`src/rtl/stsc_pkg.sv`:
```
`timescale 1ns / 1ps
// stsc_pkg: shared types and constants of the script token scanner
// no dependencies; used by every module under rtl

package stsc_pkg;

    localparam int LINE_BITS_DEFAULT = 16;
    localparam int LINE_OUT_BITS     = 16;

    // scan modes
    localparam logic [1:0] MODE_IDLE = 2'd0;
    localparam logic [1:0] MODE_STR  = 2'd1;
    localparam logic [1:0] MODE_INT  = 2'd2;
    localparam logic [1:0] MODE_ID   = 2'd3;

    // token kinds
    localparam logic [3:0] KIND_STR   = 4'd0;
    localparam logic [3:0] KIND_INT   = 4'd1;
    localparam logic [3:0] KIND_ID    = 4'd2;
    localparam logic [3:0] KIND_SEMI  = 4'd3;
    localparam logic [3:0] KIND_EQ    = 4'd4;
    localparam logic [3:0] KIND_LP    = 4'd5;
    localparam logic [3:0] KIND_RP    = 4'd6;
    localparam logic [3:0] KIND_COMMA = 4'd7;
    localparam logic [3:0] KIND_END   = 4'd8;

    // characters of interest
    localparam logic [7:0] CH_QUOTE   = 8'h22;
    localparam logic [7:0] CH_SEMI    = 8'h3b;
    localparam logic [7:0] CH_EQ      = 8'h3d;
    localparam logic [7:0] CH_LP      = 8'h28;
    localparam logic [7:0] CH_RP      = 8'h29;
    localparam logic [7:0] CH_COMMA   = 8'h2c;
    localparam logic [7:0] CH_NEWLINE = 8'h0a;

    // one result beat
    typedef struct packed {
        logic [3:0]               kind;
        logic                     has_char;
        logic [7:0]               char_value;
        logic                     tok_start;
        logic                     tok_end;
        logic [LINE_OUT_BITS-1:0] line_number;
        logic                     last;
    } piece_t;

endpackage

```
`src/rtl/stsc_decode.sv`:
```
`timescale 1ns / 1ps
// stsc_decode: one scan step, combinational; up to two pieces per text byte
// depends on stsc_pkg

module stsc_decode #(
    parameter int LINE_BITS = stsc_pkg::LINE_BITS_DEFAULT
) (
    input  logic [1:0]           mode,
    input  logic [LINE_BITS-1:0] line_count,
    input  logic [7:0]           text_byte,
    input  logic                 end_of_text,
    output logic [1:0]           mode_next,
    output logic [LINE_BITS-1:0] line_next,
    output logic [1:0]           piece_count,
    output stsc_pkg::piece_t     piece0,
    output stsc_pkg::piece_t     piece1
);

    logic                                is_digit;
    logic                                is_letter;
    logic                                is_blank;
    logic [3:0]                          open_kind;
    logic [stsc_pkg::LINE_OUT_BITS-1:0]  line_out;

    // idle handling of the byte
    logic                                idle_emit;
    logic                                idle_line_inc;
    logic [1:0]                          idle_mode;
    stsc_pkg::piece_t                    idle_piece;
    stsc_pkg::piece_t                    close_piece;
    stsc_pkg::piece_t                    end_piece;
    stsc_pkg::piece_t                    char_piece;

    assign line_out  = stsc_pkg::LINE_OUT_BITS'(line_count);
    assign is_digit  = (text_byte >= 8'h30) && (text_byte <= 8'h39);
    assign is_letter = ((text_byte >= 8'h61) && (text_byte <= 8'h7a)) ||
                       ((text_byte >= 8'h41) && (text_byte <= 8'h5a));
    assign is_blank  = text_byte inside {8'h20, 8'h09, 8'h0b, 8'h0c, 8'h0d};

    always_comb
    begin
        case (mode)
            stsc_pkg::MODE_STR: open_kind = stsc_pkg::KIND_STR;
            stsc_pkg::MODE_INT: open_kind = stsc_pkg::KIND_INT;
            default:            open_kind = stsc_pkg::KIND_ID;
        endcase
    end

    always_comb
    begin
        close_piece             = '0;
        close_piece.kind        = open_kind;
        close_piece.tok_end     = 1'b1;
        close_piece.line_number = line_out;

        end_piece               = '0;
        end_piece.kind          = stsc_pkg::KIND_END;
        end_piece.tok_start     = 1'b1;
        end_piece.tok_end       = 1'b1;
        end_piece.line_number   = line_out;

        char_piece              = '0;
        char_piece.kind         = open_kind;
        char_piece.has_char     = 1'b1;
        char_piece.char_value   = text_byte;
        char_piece.line_number  = line_out;
    end

    always_comb
    begin
        idle_emit              = 1'b1;
        idle_line_inc          = 1'b0;
        idle_mode              = stsc_pkg::MODE_IDLE;
        idle_piece             = '0;
        idle_piece.has_char    = 1'b1;
        idle_piece.char_value  = text_byte;
        idle_piece.tok_start   = 1'b1;
        idle_piece.tok_end     = 1'b1;
        idle_piece.line_number = line_out;
        if (is_blank)
        begin
            idle_emit = 1'b0;
        end
        else if (text_byte == stsc_pkg::CH_QUOTE)
        begin
            idle_mode             = stsc_pkg::MODE_STR;
            idle_piece.kind       = stsc_pkg::KIND_STR;
            idle_piece.has_char   = 1'b0;
            idle_piece.char_value = 8'd0;
            idle_piece.tok_end    = 1'b0;
        end
        else if (is_digit)
        begin
            idle_mode          = stsc_pkg::MODE_INT;
            idle_piece.kind    = stsc_pkg::KIND_INT;
            idle_piece.tok_end = 1'b0;
        end
        else if (is_letter)
        begin
            idle_mode          = stsc_pkg::MODE_ID;
            idle_piece.kind    = stsc_pkg::KIND_ID;
            idle_piece.tok_end = 1'b0;
        end
        else
        begin
            case (text_byte)
                stsc_pkg::CH_SEMI:  idle_piece.kind = stsc_pkg::KIND_SEMI;
                stsc_pkg::CH_EQ:    idle_piece.kind = stsc_pkg::KIND_EQ;
                stsc_pkg::CH_LP:    idle_piece.kind = stsc_pkg::KIND_LP;
                stsc_pkg::CH_RP:    idle_piece.kind = stsc_pkg::KIND_RP;
                stsc_pkg::CH_COMMA: idle_piece.kind = stsc_pkg::KIND_COMMA;
                default:
                begin
                    idle_emit     = 1'b0;
                    idle_line_inc = 1'b1;
                end
            endcase
        end
    end

    always_comb
    begin
        mode_next   = mode;
        line_next   = line_count;
        piece_count = 2'd0;
        piece0      = idle_piece;
        piece1      = idle_piece;
        if (end_of_text)
        begin
            mode_next = stsc_pkg::MODE_IDLE;
            if (mode != stsc_pkg::MODE_IDLE)
            begin
                piece0      = close_piece;
                piece1      = end_piece;
                piece_count = 2'd2;
            end
            else
            begin
                piece0      = end_piece;
                piece_count = 2'd1;
            end
        end
        else if (mode == stsc_pkg::MODE_STR)
        begin
            piece_count = 2'd1;
            if (text_byte == stsc_pkg::CH_QUOTE || text_byte == stsc_pkg::CH_NEWLINE)
            begin
                piece0    = close_piece;
                mode_next = stsc_pkg::MODE_IDLE;
            end
            else
            begin
                piece0 = char_piece;
            end
        end
        else if (mode != stsc_pkg::MODE_IDLE)
        begin
            if (is_digit || (mode == stsc_pkg::MODE_ID && is_letter))
            begin
                piece0      = char_piece;
                piece_count = 2'd1;
            end
            else
            begin
                // close the token, then treat the byte as if idle
                piece0      = close_piece;
                piece1      = idle_piece;
                piece_count = idle_emit ? 2'd2 : 2'd1;
                mode_next   = idle_mode;
                line_next   = line_count + LINE_BITS'(idle_line_inc);
            end
        end
        else
        begin
            piece0      = idle_piece;
            piece_count = idle_emit ? 2'd1 : 2'd0;
            mode_next   = idle_mode;
            line_next   = line_count + LINE_BITS'(idle_line_inc);
        end

        // the final piece of this byte carries the last flag
        piece0.last = (piece_count == 2'd1);
        piece1.last = 1'b1;
    end

endmodule

```
`src/rtl/stsc_piece_queue.sv`:
```
`timescale 1ns / 1ps
// stsc_piece_queue: three-entry result queue, takes up to two pieces a cycle
// depends on stsc_pkg

module stsc_piece_queue (
    input  logic             clk,
    input  logic             rst_n,
    input  logic [1:0]       push_count,
    input  stsc_pkg::piece_t push0,
    input  stsc_pkg::piece_t push1,
    output logic             room,
    output logic             out_valid,
    input  logic             out_ready,
    output stsc_pkg::piece_t out_piece
);

    localparam int DEPTH = 3;

    stsc_pkg::piece_t entry_reg [DEPTH];
    logic [1:0]       head_reg;
    logic [1:0]       head_next;
    logic [1:0]       count_reg;
    logic [1:0]       count_next;
    logic [1:0]       tail;
    logic [1:0]       tail_plus;
    logic             pop;

    function automatic logic [1:0] slot_inc(input logic [1:0] slot);
        return (slot == 2'(DEPTH - 1)) ? 2'd0 : slot + 2'd1;
    endfunction

    function automatic logic [1:0] slot_add(input logic [1:0] slot, input logic [1:0] n);
        logic [2:0] sum;
        sum = {1'b0, slot} + {1'b0, n};
        return (sum >= 3'(DEPTH)) ? 2'(sum - 3'(DEPTH)) : sum[1:0];
    endfunction

    // room for two more pieces, taken from registered state only
    assign room      = (count_reg <= 2'd1);
    assign out_valid = (count_reg != 2'd0);
    assign out_piece = entry_reg[head_reg];
    assign pop       = out_valid && out_ready;
    assign tail      = slot_add(head_reg, count_reg);
    assign tail_plus = slot_inc(tail);
    assign head_next = pop ? slot_inc(head_reg) : head_reg;
    assign count_next = count_reg + push_count - {1'b0, pop};

    always_ff @(posedge clk or negedge rst_n)
    begin
        if (!rst_n)
        begin
            head_reg  <= 2'd0;
            count_reg <= 2'd0;
        end
        else
        begin
            head_reg  <= head_next;
            count_reg <= count_next;
        end
    end

    always_ff @(posedge clk)
    begin
        if (push_count != 2'd0)
        begin
            entry_reg[tail] <= push0;
        end
        if (push_count == 2'd2)
        begin
            entry_reg[tail_plus] <= push1;
        end
    end

endmodule

```
`src/rtl/script_token_scanner.sv`:
```
`timescale 1ns / 1ps
// script_token_scanner: top level of the streaming text tokenizer
// depends on stsc_pkg, stsc_decode and stsc_piece_queue
//
// usage
//   input stream: one text byte per beat on s_tdata; a beat with s_tlast high
//   marks end of text (its data byte is ignored), closes any open token and
//   yields an end token
//   output stream: one token piece per beat; m_tuser carries the token kind
//   and whether m_tdata holds a character, m_tlast flags the final piece that
//   one input beat gives (a byte gives zero, one or two pieces)
//   path: an accepted byte waits in the input register, is scanned into the
//   result queue once it has room for two pieces, and its first piece is then
//   shown on the output from the head of that queue
//   throughput: one byte per cycle while each byte gives at most one piece and
//   m_tready is high; a byte that gives two pieces needs a beat for each, so the
//   rate is set by the single output port draining the three-entry result queue
//   stall: with m_tready low the queue fills; s_tready drops once it cannot
//   take two more pieces and the input register is occupied; nothing is lost
//   reset: rst_n clears the scan mode to idle, the line count to one and
//   empties the input register and the result queue

module script_token_scanner #(
    parameter int LINE_BITS = stsc_pkg::LINE_BITS_DEFAULT
) (
    input  logic        clk,
    input  logic        rst_n,
    // input stream
    input  logic        s_tvalid,
    output logic        s_tready,
    input  logic [7:0]  s_tdata,   // [7:0] text_byte
    input  logic        s_tlast,   // end_of_text
    // output stream
    output logic        m_tvalid,
    input  logic        m_tready,
    output logic [31:0] m_tdata,   // [7:0] char_value, [8] token_start,
                                   // [9] token_end, [25:10] line_number, [31:26] zero
    output logic [4:0]  m_tuser,   // [3:0] token_kind, [4] has_char
    output logic        m_tlast    // last piece of this input beat
);

    // scanner state
    logic [1:0]           mode_reg;
    logic [1:0]           mode_next;
    logic [LINE_BITS-1:0] line_reg;
    logic [LINE_BITS-1:0] line_next;

    // input register
    logic                 in_valid_reg;
    logic                 in_valid_next;
    logic [7:0]           in_byte_reg;
    logic                 in_eot_reg;
    logic                 in_take;

    // decode to queue
    logic [1:0]           piece_count;
    logic [1:0]           push_count;
    stsc_pkg::piece_t     piece0;
    stsc_pkg::piece_t     piece1;
    stsc_pkg::piece_t     out_piece;
    logic                 room;
    logic                 fire;

    // a held byte is scanned once the queue can take both of its pieces
    assign fire       = in_valid_reg && room;
    assign s_tready   = !in_valid_reg || fire;
    assign in_take    = s_tvalid && s_tready;
    assign push_count = fire ? piece_count : 2'd0;

    always_comb
    begin
        in_valid_next = in_valid_reg;
        if (in_take)
        begin
            in_valid_next = 1'b1;
        end
        else if (fire)
        begin
            in_valid_next = 1'b0;
        end
    end

    always_ff @(posedge clk or negedge rst_n)
    begin
        if (!rst_n)
        begin
            in_valid_reg <= 1'b0;
            mode_reg     <= stsc_pkg::MODE_IDLE;
            line_reg     <= LINE_BITS'(1);
        end
        else
        begin
            in_valid_reg <= in_valid_next;
            if (fire)
            begin
                mode_reg <= mode_next;
                line_reg <= line_next;
            end
        end
    end

    // payload of the input register, no reset needed
    always_ff @(posedge clk)
    begin
        if (in_take)
        begin
            in_byte_reg <= s_tdata;
            in_eot_reg  <= s_tlast;
        end
    end

    stsc_decode #(
        .LINE_BITS (LINE_BITS)
    ) u_decode (
        .mode        (mode_reg),
        .line_count  (line_reg),
        .text_byte   (in_byte_reg),
        .end_of_text (in_eot_reg),
        .mode_next   (mode_next),
        .line_next   (line_next),
        .piece_count (piece_count),
        .piece0      (piece0),
        .piece1      (piece1)
    );

    stsc_piece_queue u_queue (
        .clk        (clk),
        .rst_n      (rst_n),
        .push_count (push_count),
        .push0      (piece0),
        .push1      (piece1),
        .room       (room),
        .out_valid  (m_tvalid),
        .out_ready  (m_tready),
        .out_piece  (out_piece)
    );

    // pack the piece onto the output beat
    assign m_tdata = {6'd0, out_piece.line_number, out_piece.tok_end,
                      out_piece.tok_start, out_piece.char_value};
    assign m_tuser = {out_piece.has_char, out_piece.kind};
    assign m_tlast = out_piece.last;

endmodule
```
`config.mk`:
```
export PLATFORM = sky130hd
export DESIGN_NAME = script_token_scanner
export DESIGN_NICKNAME = d
export VERILOG_FILES = /design/src/rtl/stsc_pkg.sv /design/src/rtl/stsc_decode.sv /design/src/rtl/stsc_piece_queue.sv /design/src/rtl/script_token_scanner.sv
export SDC_FILE = /design/constraint.sdc
export NUM_CORES = 1
export LEC_CHECK = 0
export ABC_CLOCK_PERIOD_IN_PS = 6100
export BUFFER_PORTS_ARGS = -buffer_cell sky130_fd_sc_hd__buf_2
export CAP_MARGIN = 20
export CORE_MARGIN = 1
export CORE_UTILIZATION = 34
export CTS_CLUSTER_DIAMETER = 60
export DETAILED_ROUTE_END_ITERATION = 10
export PLACE_DENSITY = 0.57
export SLEW_MARGIN = 20
export SYNTH_ARGS = -nofsm -noshare
export SYNTH_HDL_FRONTEND = slang
export SYNTH_HIERARCHICAL = 1
export SYNTH_SLANG_ARGS = --single-unit
```
`constraint.sdc`:
```
create_clock -name clk -period 6.1 [get_ports clk]
set_input_delay 1.22 -clock clk [delete_from_list [all_inputs] [get_ports clk]]
set_output_delay 1.22 -clock clk [all_outputs]
set_load 0.005 [all_outputs]
```
* Yosys cells after proc, flatten, opt, wreduce, memory -nomap -nowiden
Memories as Yosys holds them, arrays and structs flattened. Cells that the tools add are included.
Storage, ports and cells: bits in registers 32, RAM bits 96, input bits 13, output and inout port bits 40, word-level logic and storage cells 124, memories kept 1
Cells by class: add/sub/neg operators 7, magnitude comparators 8, equality and inequality tests 22, mux-type cells 57, bitwise operators 2, reduce and logical (&&, ||, !) cells 20
Memories:
- u_queue.entry_reg | words 3, width 32, read ports 1, clocked after Yosys merged registers in 0, write ports 2, RTL line stsc_piece_queue.sv:19 | stsc_pkg::piece_t entry_reg [DEPTH];
Operators with widths (number):
- 32-bit 2-to-1 mux | 6
- 8-bit by 6-bit equality test with 1-bit output, second input constant | 7
- 28-bit 2-to-1 mux | 2
- 8-bit by 4-bit equality test with 1-bit output, second input constant | 5
- 2-bit 2-to-1 mux | 19
- 16-bit 2-to-1 mux | 2
- 1-bit 2-to-1 mux | 21
- 16-bit by 1-bit adder with 16-bit output | 1
- 8-bit by 7-bit >= comparator with 1-bit output, second input constant | 2
- 8-bit by 7-bit less-or-equal comparator with 1-bit output, second input constant | 2
- 3-bit case mux with 5 select lines | 1
- 13-bit 2-to-1 mux | 1
- 4-bit 2-to-1 mux | 3
- 2-bit equality test, second input constant | 5
- 9-bit 2-to-1 mux | 1
- 8-bit by 6-bit >= comparator with 1-bit output, second input constant | 1
- 8-bit by 6-bit less-or-equal comparator with 1-bit output, second input constant | 1
- 2-bit nonzero test | 4
- 1-bit logical AND | 7
- 5-bit nonzero test | 1
- 5-bit OR reduction | 1
- 2-bit by 1-bit adder with 2-bit output, second input constant | 2
- 2-bit by 1-bit equality test with 1-bit output, second input constant | 2
- 1-bit logical OR | 4
- other kinds (14) | 15

* Depth between registers and ports, before layout
depth in word-level cells 16, gate-level depth with buffers 13, depth with buffers taken out 11

* Modules after synthesis
Netlist, hierarchy kept.
Modules (own cells, without submodules):
- stsc_piece_queue | instances 1, cells each 517, area each 5929.4 sq um, seq. area each 2982.9 sq um
- stsc_decode | instances 1, cells each 187, area each 1238.7 sq um, seq. area each 0.0 sq um
- script_token_scanner | instances 1, cells each 60, area each 1102.3 sq um, seq. area each 747.0 sq um

* Worst setup path after synthesis
OpenSTA, ideal clock, no wires.
path kind reg2reg, from register u_queue.head_reg[1], to memory u_queue/entry_reg[2][0] (netlist bit) (enable), library setup time 502 ps, data arrival time 5568 ps, data required time 5598 ps, setup slack 30 ps, stages on the path, launching flop included 12, path buffers 4, period minus slack after synthesis 6070 ps, cells stage by stage dfrtp_1 clkbuf_1 clkbuf_1 inv_1 fa_1 inv_1 ha_1 and3b_1 buf_2 clkbuf_1 nor3b_1 nor4_1
RTL lines:
- from (decl) | RTL line stsc_piece_queue.sv:20 | logic [1:0] head_reg;
- from (signal assigned) | RTL line stsc_piece_queue.sv:57 | head_reg <= head_next;
- to (decl) | RTL line stsc_piece_queue.sv:19

==> results.toml <==
[place]
portBuffers = 46
dp.cells = 1049
preCtsSetupSlack_ps = 1870
dpl-instance-area_um2 = 8470
hpwl_um = 11700
gp_congestion = 0.843

[worst_setup_path]
path_class = "register to register"
max_stage_delay_ps = 860
cp_cell_sequence = "or4_4 -> nor2_1 -> o211ai_1 -> nor2b_1 -> a211oi_1 -> and3_2 -> nand2b_4 -> o41ai_4 -> buf_12 -> mux2_2"
critPathSlowestCell = "o41ai_4"
path_delay_family = "simple AND/OR/NAND/NOR gates"
crit_path_end_kind = "register"
cp_max_fo = 34
crit_arrival_ps = 4470
setup.worst_path.start_class = "register"
required_ps = 6280
crit_buf_inv = 1

[finish]
fin_cells = 1081
final_nets = 769
area_delta_synth_final_pct = 10.7
fillers = 2329
drive_above_1_share_pct = 25.7
antenna_cells = 0
finalInstanceArea_um2 = 9150
largest_reg_flops = 96

[pwr]
ir_worst_vdd_v = 0.000381
power_mw = 6.03
p_sw_share_pct = 41.9
seq_power_share_pct = 28.9
p_comb_share_pct = 51.4
clock_power_share_pct = 19.6
leakage_nw = 3.54
p_int_mw = 3.50
p_sw_mw = 2.53
p_per_area_nw_per_um2 = 659

[synthesis]
synth_edf_count = 105
yosysTopAreaCellShare_pct = 38.1
synthDistinctLibCells = 67
synth_area_leaders = "edfxtp_1 38%, mux2_2 9.7%, dfrtp_1 6.7%"
synth_common_cells = "105 x edfxtp_1, 71 x mux2_2, 50 x nand2_1"
ys.warnings.count = 6
ys_ff_latch = 128
synthArstFlopShare_pct = 18.0
syn_area_per_cell_um2 = 10.8
yosysSeqAreaShare_pct = 45.1
synth_ff_type = "edfxtp_1"
syn_area_um2 = 8270
yosysTopAreaCell = "edfxtp_1"
netlist_instances = 764
synth.most_common_cell = "edfxtp_1"

[clock_tree]
cts_resized = 0
clk_latency_ps = 430
cts_setup_buffers = 0
cts_made_buffers = 17
clockBufferDepth = 2
cts_tree = "yes"
ctsHtreeMaxLevel = 4
ctsHoldBuffers = 0
path_clk_slew_ps = 60
clock_sinks = 128
cts_root_buffer = "clkbuf_16"

[route]
drtIter0Drc = 415
routed_wl_um = 18800
wl_per_cell_um = 17.4
vias_per_cell = 5.41
drcViolationCount = 0
dr.pass1.iters = 5
vias = 5846
ant_nets = 0

[global_route]
grt_pass1_vias = 5395
grt_start_max_net_pins = 69
grt_overflow = 0
grt_usage_pct = 15.7
grt_first_pass_wirelength_um = 29800
antenna_found_initial = 0

[floorplanning]
start_util_pct = 34.9
pin_count = 53
row_count = 56
die_h_um = 158
die_x_um = 158
core_um2 = 23700
die_area_um2 = 25000

[worst_hold_path]
min_path_type = "register to register"

[timing]
slew_viol_final = 0
worst_slew_pin_slew_ps = 1010
max_clock_freq_mhz = 233
finalHoldViolCount = 0
finalSetupTns_ps = 0
setup-violations-final = 0
rsz0062_at_grt = "false"
fin_crit_sh_pct = 70.5
min_period_ps = 4300
slew-limit-headroom_pct = 31.7
timing.final.ws_setup_ps = 1800
fin_worst_skew_ps = 12.4

[flow_run]
drv_cap = 0

[run_status]
outcome = "complete, no violations"
metrics by stage:
stage	hold WS (ps)	util (%)
CTS	649	38.6
detailed placement	636	35.8
floorplan	527	-
global placement	668	35.8
finish	645	38.6
global route	697	38.6
layout by cell type (no fill, tap or decap), types with 11 or more instances in the layout:
cell type / n
nand2_1: 50
mux2_2: 71
o311ai_0: 32
and2_1: 15
clkbuf_16: 17
edfxtp_1: 105
inv_1: 13
dfrtp_1: 20
o22ai_1: 32
xor2_1: 15
buf_2: 46
o21ai_0: 41
or3_1: 33
a21oi_1: 37
buf_4: 11
mux2i_1: 32
nor2_1: 16
nand2b_1: 33
layout make-up:
type	instances	area (um2)	area share (%)
flip-flops and latches	128	3730	40.8
clock inverters	15	253	2.76
inverters	13	48.8	0.533
clock buffers	17	425	4.65
repair buffers	58	333	3.64
multi-input cells	531	3960	43.3
well taps	319	399	4.36
logic make-up after synthesis:
| kind of cell | count (synthesis) | synth area share [%] |
|---|---|---|
| AOI/OAI and AO/OA | 171 | 13.6 |
| xor gates and xnor gates | 18 | 1.91 |
| adders and majority gates | 7 | 1.15 |
| buffers and inverters | 111 | 7.85 |
| DFF | 128 | 45.1 |
| muxes | 116 | 15.8 |
| other | 2 | 0.0908 |
| and+or+nand+nor | 211 | 14.5 |
final timing paths:
path	start	end	slack, ps	cells after the start
max reg2reg	in_byte_reg[1]$_DFFE_PP_	u_queue/entry_reg[2][29]$_DFFE_PP_	1800	10
min in group asynchronous	rst_n	u_queue/count_reg[0]$_DFF_PN0_	800	1
max	in_byte_reg[1]$_DFFE_PP_	u_queue/entry_reg[2][29]$_DFFE_PP_	1800	10
min	u_queue/count_reg[1]$_DFF_PN0_	u_queue/count_reg[1]$_DFF_PN0_	640	2
min reg2reg	u_queue/count_reg[1]$_DFF_PN0_	u_queue/count_reg[1]$_DFF_PN0_	640	2
max in group asynchronous	rst_n	u_queue/head_reg[0]$_DFFE_PN0P_	4870	1
worst reg2reg max path, cell delays in order, from the launching register on:
cell,delay (ps)
edfxtp_1,570
or4_4,590
nor2_1,170
o211ai_1,180
nor2b_1,230
a211oi_1,110
and3_2,300
nand2b_4,380
o41ai_4,860
buf_12,280
mux2_2,380
power by group through the flow:
stage / Clock, mW / Combinational, mW / Sequential [mW]
detailed placement: 0 / 3.10 / 1.77
finish: 1.18 / 3.10 / 1.74
global placement: 0 / 3.03 / 1.75
floorplan: 0 / 2.29 / 1.71
CTS: 1.20 / 3.12 / 1.75
global route: 1.23 / 3.43 / 1.80
metal layers:
layer | track usage, % | up-vias | share of wire, % | wire, um
li1 | - | 2827 | - | -
met1 | 21.7 | 2821 | 48 | 9020
met2 | 24.5 | 176 | 46 | 8580
met3 | 3.09 | 22 | 4.9 | 925
met4 | 5.17 | 0 | 1.5 | 284
met5 | 0 | - | 0 | 0
(Power assumes the default switching activity.)
